## config.mk

```make
export PLATFORM = sky130hd
export DESIGN_NAME = mesh_file_stream_validator
export DESIGN_NICKNAME = d
export VERILOG_FILES = /design/src/msv_pkg.sv /design/src/msv_core.sv /design/src/mesh_file_stream_validator.sv
export SDC_FILE = /design/constraint.sdc
export NUM_CORES = 1
export LEC_CHECK = 0
export BUFFER_PORTS_ARGS = -buffer_cell sky130_fd_sc_hd__buf_2
export CORE_MARGIN = 2
export CORE_UTILIZATION = 30
export CTS_BUF_LIST = sky130_fd_sc_hd__clkbuf_8
export DETAILED_ROUTE_END_ITERATION = 10
export PLACE_DENSITY = 0.46
export RECOVER_POWER = 100
export SYNTH_ARGS = -nofsm -noshare
export SYNTH_HDL_FRONTEND = slang
export SYNTH_HIERARCHICAL = 1
export SYNTH_SLANG_ARGS = --single-unit
```

## constraint.sdc

```tcl
create_clock -name clk -period 8.6 [get_ports clk]
set_input_delay 0.43 -clock clk [delete_from_list [all_inputs] [get_ports clk]]
set_output_delay 0.43 -clock clk [all_outputs]
set_load 0.01 [all_outputs]
```

## src/msv_pkg.sv

```systemverilog
// Shared types, constants and helpers for the mesh file stream validator.
// Used by msv_core and mesh_file_stream_validator; depends on nothing else.
package msv_pkg;

	// Verdict codes, in the order of the status field
	typedef enum logic [2:0] {
		ST_OK        = 3'd0,
		ST_HEADER    = 3'd1,
		ST_BUDGET    = 3'd2,
		ST_LENGTH    = 3'd3,
		ST_NONFINITE = 3'd4,
		ST_POS_NRM   = 3'd5,
		ST_TEXCOORD  = 3'd6,
		ST_INDEX     = 3'd7
	} status_t;

	// Configuration register indexes
	localparam int unsigned CFG_IDX_W = 2;
	localparam logic [CFG_IDX_W-1:0] REG_MAX_VERTICES = 2'd0;
	localparam logic [CFG_IDX_W-1:0] REG_MAX_INDICES  = 2'd1;

	localparam int unsigned MAXV_W = 20;
	localparam int unsigned MAXI_W = 22;
	localparam int unsigned CFG_DATA_W = 22;
	localparam logic [MAXV_W-1:0] MAXV_RST = 20'd60000;
	localparam logic [MAXI_W-1:0] MAXI_RST = 22'd120000;

	// File layout
	localparam logic [31:0] POS_VCOUNT_END = 32'd11;
	localparam logic [31:0] POS_HDR_END    = 32'd15;
	localparam logic [31:0] SIG_LEN        = 32'd8;
	localparam logic [31:0] HDR_LEN        = 32'd16;
	localparam logic [31:0] IDX_START      = 32'd12;

	localparam logic [7:0] SIG_BYTES [8] = '{
		8'h44, 8'h4B, 8'h52, 8'h50, 8'h4D, 8'h30, 8'h30, 8'h31
	};

	// Magnitude limits on raw float bits (sign bit dropped)
	localparam logic [30:0] LIM_POS = 31'h40000000;
	localparam logic [30:0] LIM_NRM = 31'h3F8147AE;
	localparam logic [30:0] LIM_TEX = 31'h41800000;
	localparam logic [7:0]  EXP_ALL_ONES = 8'hFF;

	// Fields 0..2 position, 3..5 normal, 6..7 texture coordinate
	localparam logic [2:0] FIELD_NRM_FIRST = 3'd3;
	localparam logic [2:0] FIELD_TEX_FIRST = 3'd6;
	localparam logic [2:0] FIELD_LAST      = 3'd7;

	typedef struct packed {
		logic [7:0] data_byte;
		logic       last_byte;
	} byte_item_t;

	typedef struct packed {
		status_t     status;
		logic [31:0] vertex_total;
		logic [31:0] index_total;
	} verdict_item_t;

	// Faults seen so far within one vertex record
	typedef struct packed {
		logic tex;
		logic pos_nrm;
		logic nonfinite;
	} vtx_faults_t;

	// Limits from the configuration registers
	typedef struct packed {
		logic [MAXV_W-1:0] max_vertices;
		logic [MAXI_W-1:0] max_indices;
	} budget_t;

	// Residue modulo 3 of a value up to 14 (4 = 1 mod 3, so fold 2-bit groups)
	function automatic logic [1:0] mod3_fold(input logic [3:0] x);
		logic [2:0] s;
		logic [2:0] t;
		s = {1'b0, x[3:2]} + {1'b0, x[1:0]};
		t = {2'b00, s[2]} + {1'b0, s[1:0]};
		mod3_fold = (t == 3'd3) ? 2'd0 : t[1:0];
	endfunction

endpackage

```

## src/msv_core.sv

```systemverilog
// Per-byte parsing state and verdict logic of the mesh file stream validator.
// Depends on msv_pkg.
module msv_core (
	input  logic                   clk,
	input  logic                   arst_n,
	input  logic                   step,
	input  msv_pkg::byte_item_t    item,
	input  msv_pkg::budget_t       budget,
	output msv_pkg::verdict_item_t verdict
);

	logic [31:0]          byte_count_q, byte_count_n;
	logic [31:0]          word_q, word_n;
	logic                 sig_ok_q, sig_ok_n;
	logic [31:0]          vcount_q, vcount_n;
	logic [31:0]          icount_q, icount_n;
	logic [31:0]          vend_q, vend_n;
	logic [31:0]          exp_len_q, exp_len_n;
	logic [1:0]           imod3_q, imod3_n;
	msv_pkg::vtx_faults_t faults_q, faults_n;
	msv_pkg::status_t     first_err_q, first_err_n;

	logic [31:0]          pos;
	logic [2:0]           field;
	logic [30:0]          mag;
	logic [30:0]          lim;
	msv_pkg::vtx_faults_t faults_acc;
	logic [36:0]          vend_sum;
	logic [37:0]          exp_sum;
	logic [3:0]           mod3_in;
	logic                 full;
	logic [31:0]          vt;
	logic [31:0]          it;

	assign pos = byte_count_q;
	// Field within the vertex record: (pos - 16) / 4 mod 8
	assign field = {~pos[4], pos[3:2]};
	assign mag = word_n[30:0];

	always_comb begin
		if (field < msv_pkg::FIELD_NRM_FIRST) begin
			lim = msv_pkg::LIM_POS;
		end else if (field < msv_pkg::FIELD_TEX_FIRST) begin
			lim = msv_pkg::LIM_NRM;
		end else begin
			lim = msv_pkg::LIM_TEX;
		end
	end

	// Float check on the word completed by this byte
	always_comb begin
		faults_acc = faults_q;
		if (word_n[30:23] == msv_pkg::EXP_ALL_ONES) begin
			faults_acc.nonfinite = 1'b1;
		end else if (mag > lim) begin
			if (field < msv_pkg::FIELD_TEX_FIRST) begin
				faults_acc.pos_nrm = 1'b1;
			end else begin
				faults_acc.tex = 1'b1;
			end
		end
	end

	// Header sums, saturated to 32 bits
	assign vend_sum = 37'(msv_pkg::HDR_LEN) + {vcount_q, 5'b0};
	assign exp_sum  = 38'(msv_pkg::HDR_LEN) + {1'b0, vcount_q, 5'b0} + {4'b0, word_n, 2'b0};
	assign mod3_in  = 4'({2'b00, imod3_q}) + 4'(item.data_byte[7:6]) + 4'(item.data_byte[5:4])
		+ 4'(item.data_byte[3:2]) + 4'(item.data_byte[1:0]);

	// Next stream state for the byte in hand
	always_comb begin
		word_n       = {item.data_byte, word_q[31:8]};
		byte_count_n = (byte_count_q == '1) ? byte_count_q : byte_count_q + 32'd1;
		sig_ok_n     = sig_ok_q;
		vcount_n     = vcount_q;
		icount_n     = icount_q;
		vend_n       = vend_q;
		exp_len_n    = exp_len_q;
		imod3_n      = imod3_q;
		faults_n     = faults_q;
		first_err_n  = first_err_q;

		if (pos >= msv_pkg::IDX_START && pos < msv_pkg::HDR_LEN) begin
			imod3_n = msv_pkg::mod3_fold(mod3_in);
		end

		if (pos < msv_pkg::SIG_LEN) begin
			if (item.data_byte != msv_pkg::SIG_BYTES[pos[2:0]]) begin
				sig_ok_n = 1'b0;
			end
		end else if (pos == msv_pkg::POS_VCOUNT_END) begin
			vcount_n = word_n;
		end else if (pos == msv_pkg::POS_HDR_END) begin
			icount_n  = word_n;
			vend_n    = (vend_sum[36:32] != '0) ? '1 : vend_sum[31:0];
			exp_len_n = (exp_sum[37:32] != '0) ? '1 : exp_sum[31:0];
		end else if (pos >= msv_pkg::HDR_LEN && pos[1:0] == 2'b11) begin
			if (pos < vend_q) begin
				if (field == msv_pkg::FIELD_LAST) begin
					faults_n = '0;
					if (first_err_q == msv_pkg::ST_OK) begin
						if (faults_acc.nonfinite) begin
							first_err_n = msv_pkg::ST_NONFINITE;
						end else if (faults_acc.pos_nrm) begin
							first_err_n = msv_pkg::ST_POS_NRM;
						end else if (faults_acc.tex) begin
							first_err_n = msv_pkg::ST_TEXCOORD;
						end
					end
				end else begin
					faults_n = faults_acc;
				end
			end else if (pos < exp_len_q) begin
				if (word_n >= vcount_q && first_err_q == msv_pkg::ST_OK) begin
					first_err_n = msv_pkg::ST_INDEX;
				end
			end
		end
	end

	// Verdict as it would stand if this byte ends the file
	assign full = (byte_count_n[31:4] != '0);
	assign vt   = full ? vcount_n : '0;
	assign it   = full ? icount_n : '0;

	always_comb begin
		verdict.vertex_total = vt;
		verdict.index_total  = it;
		if (!full || !sig_ok_n) begin
			verdict.status = msv_pkg::ST_HEADER;
		end else if (vt == '0 || vt > 32'(budget.max_vertices) || it == '0
				|| it > 32'(budget.max_indices) || imod3_n != 2'd0) begin
			verdict.status = msv_pkg::ST_BUDGET;
		end else if (byte_count_n != exp_len_n) begin
			verdict.status = msv_pkg::ST_LENGTH;
		end else begin
			verdict.status = first_err_n;
		end
	end

	// Stream state: cleared after the final byte
	always_ff @(posedge clk or negedge arst_n) begin
		if (!arst_n) begin
			byte_count_q <= '0;
			word_q       <= '0;
			sig_ok_q     <= 1'b1;
			vcount_q     <= '0;
			icount_q     <= '0;
			vend_q       <= '0;
			exp_len_q    <= '0;
			imod3_q      <= '0;
			faults_q     <= '0;
			first_err_q  <= msv_pkg::ST_OK;
		end else if (step) begin
			if (item.last_byte) begin
				byte_count_q <= '0;
				word_q       <= '0;
				sig_ok_q     <= 1'b1;
				vcount_q     <= '0;
				icount_q     <= '0;
				vend_q       <= '0;
				exp_len_q    <= '0;
				imod3_q      <= '0;
				faults_q     <= '0;
				first_err_q  <= msv_pkg::ST_OK;
			end else begin
				byte_count_q <= byte_count_n;
				word_q       <= word_n;
				sig_ok_q     <= sig_ok_n;
				vcount_q     <= vcount_n;
				icount_q     <= icount_n;
				vend_q       <= vend_n;
				exp_len_q    <= exp_len_n;
				imod3_q      <= imod3_n;
				faults_q     <= faults_n;
				first_err_q  <= first_err_n;
			end
		end
	end

endmodule

```

## src/mesh_file_stream_validator.sv

```systemverilog
// Mesh file stream validator: one byte per cycle, one verdict per file.
// The final byte is held in the input register, and its verdict then in the verdict register until taken.
// Throughput: one byte per cycle; the input register is held only while a
// final byte waits behind a verdict not yet taken by the output side.
// Reset: limits return to 60000 vertices / 120000 indices, stream state cleared.
// Depends on msv_pkg and msv_core.
module mesh_file_stream_validator (
	input  logic                             clk,
	input  logic                             arst_n,
	input  logic                             byte_valid,
	output logic                             byte_ready,
	input  msv_pkg::byte_item_t              byte_item,
	output logic                             verdict_valid,
	input  logic                             verdict_ready,
	output msv_pkg::verdict_item_t           verdict_item,
	input  logic                             cfg_valid,
	output logic                             cfg_ready,
	input  logic [msv_pkg::CFG_IDX_W-1:0]    cfg_index,
	input  logic [msv_pkg::CFG_DATA_W-1:0]   cfg_data
);

	logic                   valid_s1;
	msv_pkg::byte_item_t    item_s1;
	logic                   advance;
	logic                   step;
	msv_pkg::budget_t       budget_q;
	msv_pkg::verdict_item_t verdict;
	logic                   out_valid_q;
	msv_pkg::verdict_item_t out_q;

	// A final byte may move on only when the verdict register is free
	assign advance    = !(item_s1.last_byte && out_valid_q && !verdict_ready);
	assign step       = valid_s1 && advance;
	assign byte_ready = !valid_s1 || advance;
	assign cfg_ready  = 1'b1;

	// Input register
	always_ff @(posedge clk or negedge arst_n) begin
		if (!arst_n) begin
			valid_s1 <= 1'b0;
		end else if (byte_ready) begin
			valid_s1 <= byte_valid;
		end
	end

	always_ff @(posedge clk) begin
		if (byte_ready && byte_valid) begin
			item_s1 <= byte_item;
		end
	end

	// Budget registers
	always_ff @(posedge clk or negedge arst_n) begin
		if (!arst_n) begin
			budget_q.max_vertices <= msv_pkg::MAXV_RST;
			budget_q.max_indices  <= msv_pkg::MAXI_RST;
		end else if (cfg_valid) begin
			unique case (cfg_index)
				msv_pkg::REG_MAX_VERTICES: budget_q.max_vertices <= cfg_data[msv_pkg::MAXV_W-1:0];
				msv_pkg::REG_MAX_INDICES:  budget_q.max_indices  <= cfg_data[msv_pkg::MAXI_W-1:0];
				default: ;
			endcase
		end
	end

	msv_core u_core (
		.clk     (clk),
		.arst_n  (arst_n),
		.step    (step),
		.item    (item_s1),
		.budget  (budget_q),
		.verdict (verdict)
	);

	// Verdict register
	always_ff @(posedge clk or negedge arst_n) begin
		if (!arst_n) begin
			out_valid_q <= 1'b0;
		end else if (step && item_s1.last_byte) begin
			out_valid_q <= 1'b1;
		end else if (verdict_ready) begin
			out_valid_q <= 1'b0;
		end
	end

	always_ff @(posedge clk) begin
		if (step && item_s1.last_byte) begin
			out_q <= verdict;
		end
	end

	assign verdict_valid = out_valid_q;
	assign verdict_item  = out_q;

endmodule

```

# Word level (Yosys, flattened, before mapping)
# Memory sizes are Yosys's and may differ from the RTL's.
# Index checks and enable logic that the tools add are counted.
# totals
register_bits	321
mem_bits_ro	64
inputBits	38
word_cells	158
memories	1
# op_classes
n_addsub	10
n_lt_le_gt_ge	13
n_eq_ne	13
mux	61
n_bitwise	2
n_reduce_logical	36
# mem_list
name	words	word_bits	rd	rd_ports_with_merged_regs	write_ports	line	text
(no name shown)	8	8	1	0	0	msv_core.sv:88	if (item.data_byte != msv_pkg::SIG_BYTES[pos[2:0]]) begin
# op_table
operator	count
two-way mux 32 bit	22
== test 32 x 4 -> 1 bit, second input constant	2
zero test 32 bit	2
less-than comparator 32 bit	2
two-way mux 31 bit	2
two-way mux 3 bit	20
adder 38 x 34 -> 38 bit	1
adder 5 x 37 -> 38 bit, first input constant	1
adder 5 x 37 -> 37 bit, first input constant	1
adder 32 x 1 -> 32 bit, second input constant	1
== test 32 bit, second input constant	1
>= comparator 32 bit	1
>= comparator 32 x 4 -> 1 bit, second input constant	1
>= comparator 32 x 5 -> 1 bit, second input constant	1
greater-than comparator 32 x 20 -> 1 bit	1
greater-than comparator 32 x 22 -> 1 bit	1
less-than comparator 32 x 4 -> 1 bit, second input constant	1
less-than comparator 32 x 5 -> 1 bit, second input constant	1
!= test 32 bit	1
greater-than comparator 31 bit	1
nonzero test 28 bit	1
two-way mux 8 bit	2
two-way mux 2 bit	7
adder 4 x 2 -> 4 bit	3
27 further kinds	58

# Depth between registers and ports, before layout
# logic_depth
ltp_word	19
ltp_mapped	27
ltp_nobuf	22

# By module
# The synthesis kept the hierarchy.
# modules_own_cells
mod	n_inst	cells_per_inst	area_per_inst_um2	seq_area_each_um2
msv_core	1	2281	18061.1	4755.8
mesh_file_stream_validator	1	178	4003.8	3400.8

# Worst setup path after synthesis
# Ideal clock, no wire load.
# synth_path
path_type	register to register
from	reg u_core.byte_count_q[1]
to	reg out_q, in the netlist verdict_item[65], data pin
setup_time_ns	0.269
arrival_ns	4.803
required_time_ns	8.331
path_slack_ns	3.528
stages_incl_launch_ff	25
n_path_buf	4
synth_period_minus_slack_ns	5.072
path_cell_list	dfrtp_1 ha_1 buf_2 and3_1 buf_2 nand4_2 nor3_1 a2111oi_0 or2_1 or4_1 nor4_1 and4b_1 buf_2 buf_4 a21oi_1 ha_1 a21o_1 a21o_1 a21oi_1 o21ai_0 and3_1 o31a_1 inv_1 and4b_1 a31oi_1
# synth_rtl
element	line	text
start: declaration	msv_core.sv:12	logic [31:0] byte_count_q, byte_count_n;
start signal: assignment	msv_core.sv:167	byte_count_q <= byte_count_n;
end signal: assignment	mesh_file_stream_validator.sv:88	out_q <= verdict;
end: declaration	mesh_file_stream_validator.sv:29	msv_pkg::verdict_item_t out_q;

# Worst setup path in the final report
# layout_path
from	reg out_valid_q (netlist: verdict_valid)
to	reg u_core.vcount_q[10]
# layout_between
elab_chain_len	4
# layout_rtl
element	line	text
start: declaration	mesh_file_stream_validator.sv:28	logic out_valid_q;
start signal: assignment	mesh_file_stream_validator.sv:78	out_valid_q <= 1'b0;
start signal: assignment	mesh_file_stream_validator.sv:80	out_valid_q <= 1'b1;
start signal: assignment	mesh_file_stream_validator.sv:82	out_valid_q <= 1'b0;
logical AND 1 bit (2 in series)	mesh_file_stream_validator.sv:32	assign advance = !(item_s1.last_byte && out_valid_q && !verdict_ready);
zero test 1 bit	mesh_file_stream_validator.sv:32	
logical AND 1 bit	mesh_file_stream_validator.sv:33	assign step = valid_s1 && advance;
via step	mesh_file_stream_validator.sv:25	logic step;
end signal: assignment	msv_core.sv:170	vcount_q <= vcount_n;
end: declaration	msv_core.sv:15	logic [31:0] vcount_q, vcount_n;
# The timed path passes the listed nets, and every way through them passes these cells.
# A chain may end at the register's enable or synchronous reset.

==> impl_metrics.csv <==
group,metric,value,unit
yosys,synth-simple-area-share,19.2,%
final_layout,layout-drive-gt1-share,9.35,%
hold_path,whs_path_depth,3,
yosys,yosysMostFrequentCell,"nand2_1",
run,max_cap_violations,13,
timing,fmax,127,MHz
hold_path,worstHoldStart,"verdict_ready",
pwr,powerDensity,156,nW/um2
outcome,status,"complete, but fails checks",
yosys,yosysTopAreaCell,"dfrtp_1",
routing,drt_iter0_markers,2112,
placed_design,place_area,23700,um2
hold_path,hold_class,"input port to flip-flop",
placed_design,hpwl,72.6,mm
routing,wl_met1,42.8,mm
floorplanning,die_area,75700,um2
worst_setup_path,r2r_cells,7,
yosys,synth_fp_nets,2697,
timing,finalSetupViolCount,0,
routing,drtAntennaViolNets,0,
yosys,synth_top_family_by_area,"compound AO/OA/AOI/OAI gates",
yosys,synth_fa_ha_area_share,11.6,%
worst_setup_path,cp-end-kind,"flip-flop",
final_layout,final_nets,2817,
clock_tree,root_buffer,"clkbuf_8",
yosys,syn_area_per_cell,8.97,um2
global_routing,grt_pass1_wl,141,mm
routing,dr_wl_met3,5.78,mm
outcome,violations,"max-capacitance violations, max-slew violations",
placed_design,dp.cells,3442,
clock_tree,clock-sinks,310,
worst_setup_path,regToRegEndpoint,"u_core/vcount_q[10]$_DFFE_PN0P_",
global_routing,grt_pass1_vias,20500,
routing,route.detailed.drc,0,
routing,viasPerCell,5.73,
timing,clock_skew,0.0543,ns
global_routing,grt_usage,25.2,%
yosys,synth_compound_area_share,20.5,%
floorplanning,boundaryPins,108,
worst_setup_path,critPathBufInv,3,
worst_setup_path,rrSetupSlack,0.76,ns
floorplanning,die-width,275,um
clock_tree,postCtsSetupRepairBufs,0,
hold_path,hold_end,"verdict_valid$_DFFE_PN0P_",
worst_setup_path,crit_required,9.18,ns
yosys,synthArstFlopShare,75.5,%
timing,fin_crit,7.84,ns
placed_design,dp_slack,1.51,ns
pwr,vdd_drop_max,0.107,mV
floorplanning,rows,99,
yosys,synthXorXnorAreaFrac,1.30,%
pwr,leakage,0.0107,uW
final_layout,utilization,34.6,%
yosys,syn_inst,2459,
worst_setup_path,crit_path_frequent_cell,"clkbuf_1",
placed_design,portBuffers,106,
clock_tree,clockBufferDepth,3,
timing,fin_crit_sh,91.2,%
final_layout,syn2layout_area_growth,14.4,%
routing,routed_wl,96.6,mm
yosys,synth_top_cells_by_count,"nand2_1, dfrtp_1, ha_1, inv_1, a21oi_1",
yosys,yosysSeqAreaShare,37.0,%
final_layout,stdcell_area,25200,um2
clock_tree,cts_hold_buf,34,
timing,tightestPinTransition,3.92,ns
clock_tree,cts-resized-gates,0,
timing,setup_ws,0.756,ns
yosys,synth_top_area_share,24.8,%
floorplanning,coreArea,72800,um2
worst_setup_path,worst_setup_path_start_kind,"flip-flop",
timing,relSlewSlack,-161,%
clock_tree,clkSlewWorstSetupHoldPaths,0.06,ns
yosys,synth_seq_cells,310,
worst_setup_path,max_stage_delay,2.29,ns
timing,rsz0062_at_grt,"no",
yosys,syn_area,22100,um2
yosys,synthFlopType,"dfrtp_1",
clock_tree,cts_tree,"built",
timing,tns,0,ns
yosys,synth_edf_count,76,
routing,first_pass_iters,6,
routing,via_count,20600,
worst_setup_path,worstPathMaxFanout,43,
timing,drv_slew,498,
yosys,yosysWarnings,6,
worst_setup_path,worstSetupPathType,"flip-flop to flip-flop",
worst_setup_path,cp_slowest_cell,"clkbuf_1",
floorplanning,fp.dieH,275,um
clock_tree,numCtsBuffers,60,
timing,finalHoldViolations,0,
worst_setup_path,crit_path_cell_trace,"nor2b_1 > a21boi_0 > clkbuf_1 > clkbuf_1 > o21ai_2 > clkbuf_1 > a22o_1",
clock_tree,h-tree-depth,2,
yosys,synthMuxAreaShare,4.79,%
yosys,synthDistinctLibCells,86,
routing,top_layer_used,"met5",
yosys,synth_area_leaders,"dfrtp_1, ha_1, edfxtp_1",
global_routing,overflow,0,
worst_setup_path,rr_startpoint,"verdict_valid$_DFFE_PN0P_",
global_routing,antenna_found_initial,3,
placed_design,globalplace.congestion,0.991,
global_routing,grt_max_degree,70,
worst_setup_path,crit_arrival,8.42,ns
routing,wl_per_cell,26.9,um
final_layout,stdcell_count,3591,
worst_setup_path,critPathTopFamily,"buffers and inverters",
floorplanning,start_util,30.3,%
routing,wl_met2,44.9,mm
clock_tree,clock_latency,0.73,ns
-- cells by family after synthesis --
group / count (synthesis)
buffers and inverters: 313
flip-flops: 310
AO/OA/AOI/OAI: 676
multiplexers: 98
AND/OR/NAND/NOR: 829
adder cells (fa/ha/maj): 200
other: 1
XOR/XNOR: 32
-- report_power, final --
part / switching, uW / internal, uW
clock network: 749 / 930
logic: 373 / 217
registers: 91.2 / 1590
total: 1210 / 2740
-- worst register-to-register path, stage by stage (launching register included) --
cell	delay (ns)
dfrtp_1	0.39
nor2b_1	0.16
a21boi_0	1.54
clkbuf_1	1.25
clkbuf_1	2.33
o21ai_2	0.92
clkbuf_1	0.68
a22o_1	0.43
-- sequential cells by signal, summed over array words and instances (netlist names) --
| register | count |
|---|---|
| verdict_item | 67 |
| budget_q | 42 |
| u_core/byte_count_q | 32 |
| u_core/exp_len_q | 32 |
| u_core/icount_q | 32 |
| u_core/vcount_q | 32 |
| u_core/vend_q | 29 |
| u_core/word_q | 24 |
| item_s1 | 9 |
| u_core/faults_q | 3 |
| u_core/first_err_q | 3 |
| u_core/imod3_q | 2 |
| u_core/sig_ok_q | 1 |
| valid_s1 | 1 |
| verdict_valid | 1 |
-- worst max-delay path by stage --
stage / cells past startpoint / slack (ns) / to / start
global placement: 22 / 1.76 / verdict_item[65]$_DFFE_PP_ / u_core/byte_count_q[0]$_DFFE_PN0P_
CTS: 19 / 1.61 / verdict_item[65]$_DFFE_PP_ / u_core/byte_count_q[0]$_DFFE_PN0P_
finish: 7 / 0.76 / u_core/vcount_q[10]$_DFFE_PN0P_ / verdict_valid$_DFFE_PN0P_
detailed placement: 19 / 1.51 / verdict_item[65]$_DFFE_PP_ / u_core/byte_count_q[0]$_DFFE_PN0P_
floorplan: 24 / 3.53 / verdict_item[65]$_DFFE_PP_ / u_core/byte_count_q[1]$_DFFE_PN0P_
global route: 20 / 0.58 / verdict_item[65]$_DFFE_PP_ / u_core/byte_count_q[0]$_DFFE_PN0P_
-- layer usage --
layer / vias to the layer above / track usage (%)
met3: 163 / 3.42
met4: 2 / 8.25
met1: 10300 / 34.4
met5: - / 0
met2: 786 / 41.1
li1: 9343 / -
-- stage by stage --
step           hold slack (ns)  total power, uW
5_1_grt                 0.0255             4130
3_5_place_dp             0.404             2280
2_1_floorplan            0.134             2020
4_1_cts                 0.0346             4010
6_report                0.0221             3950
3_3_place_gp             0.406             2280
-- layout by cell type, fill, tap and decap left out, types with 66 or more instances in the layout --
| cell type | Yosys | final |
|---|---|---|
| nand4_1 | 66 | 66 |
| nor2_1 | 165 | 164 |
| inv_1 | 176 | 196 |
| nand2_1 | 254 | 254 |
| o21ai_0 | 148 | 149 |
| dfrtp_1 | 219 | 219 |
| clkbuf_8 | 0 | 76 |
| edfxtp_1 | 76 | 76 |
| ha_1 | 192 | 192 |
| clkbuf_1 | 105 | 84 |
| a21oi_1 | 170 | 170 |
-- cell type report --
type / count / area (um2)
Sequential cell: 310 / 8160
Clock inverter: 38 / 325
Inverter: 176 / 661
Fill cell: 7654 / 47600
Antenna cell: 1 / 2.50
Timing Repair Buffer: 195 / 1160
Clock buffer: 76 / 1050
Multi-Input combinational cell: 1836 / 12700
Tap cell: 959 / 1200
Note: power is estimated with default switching activity, not from simulation.
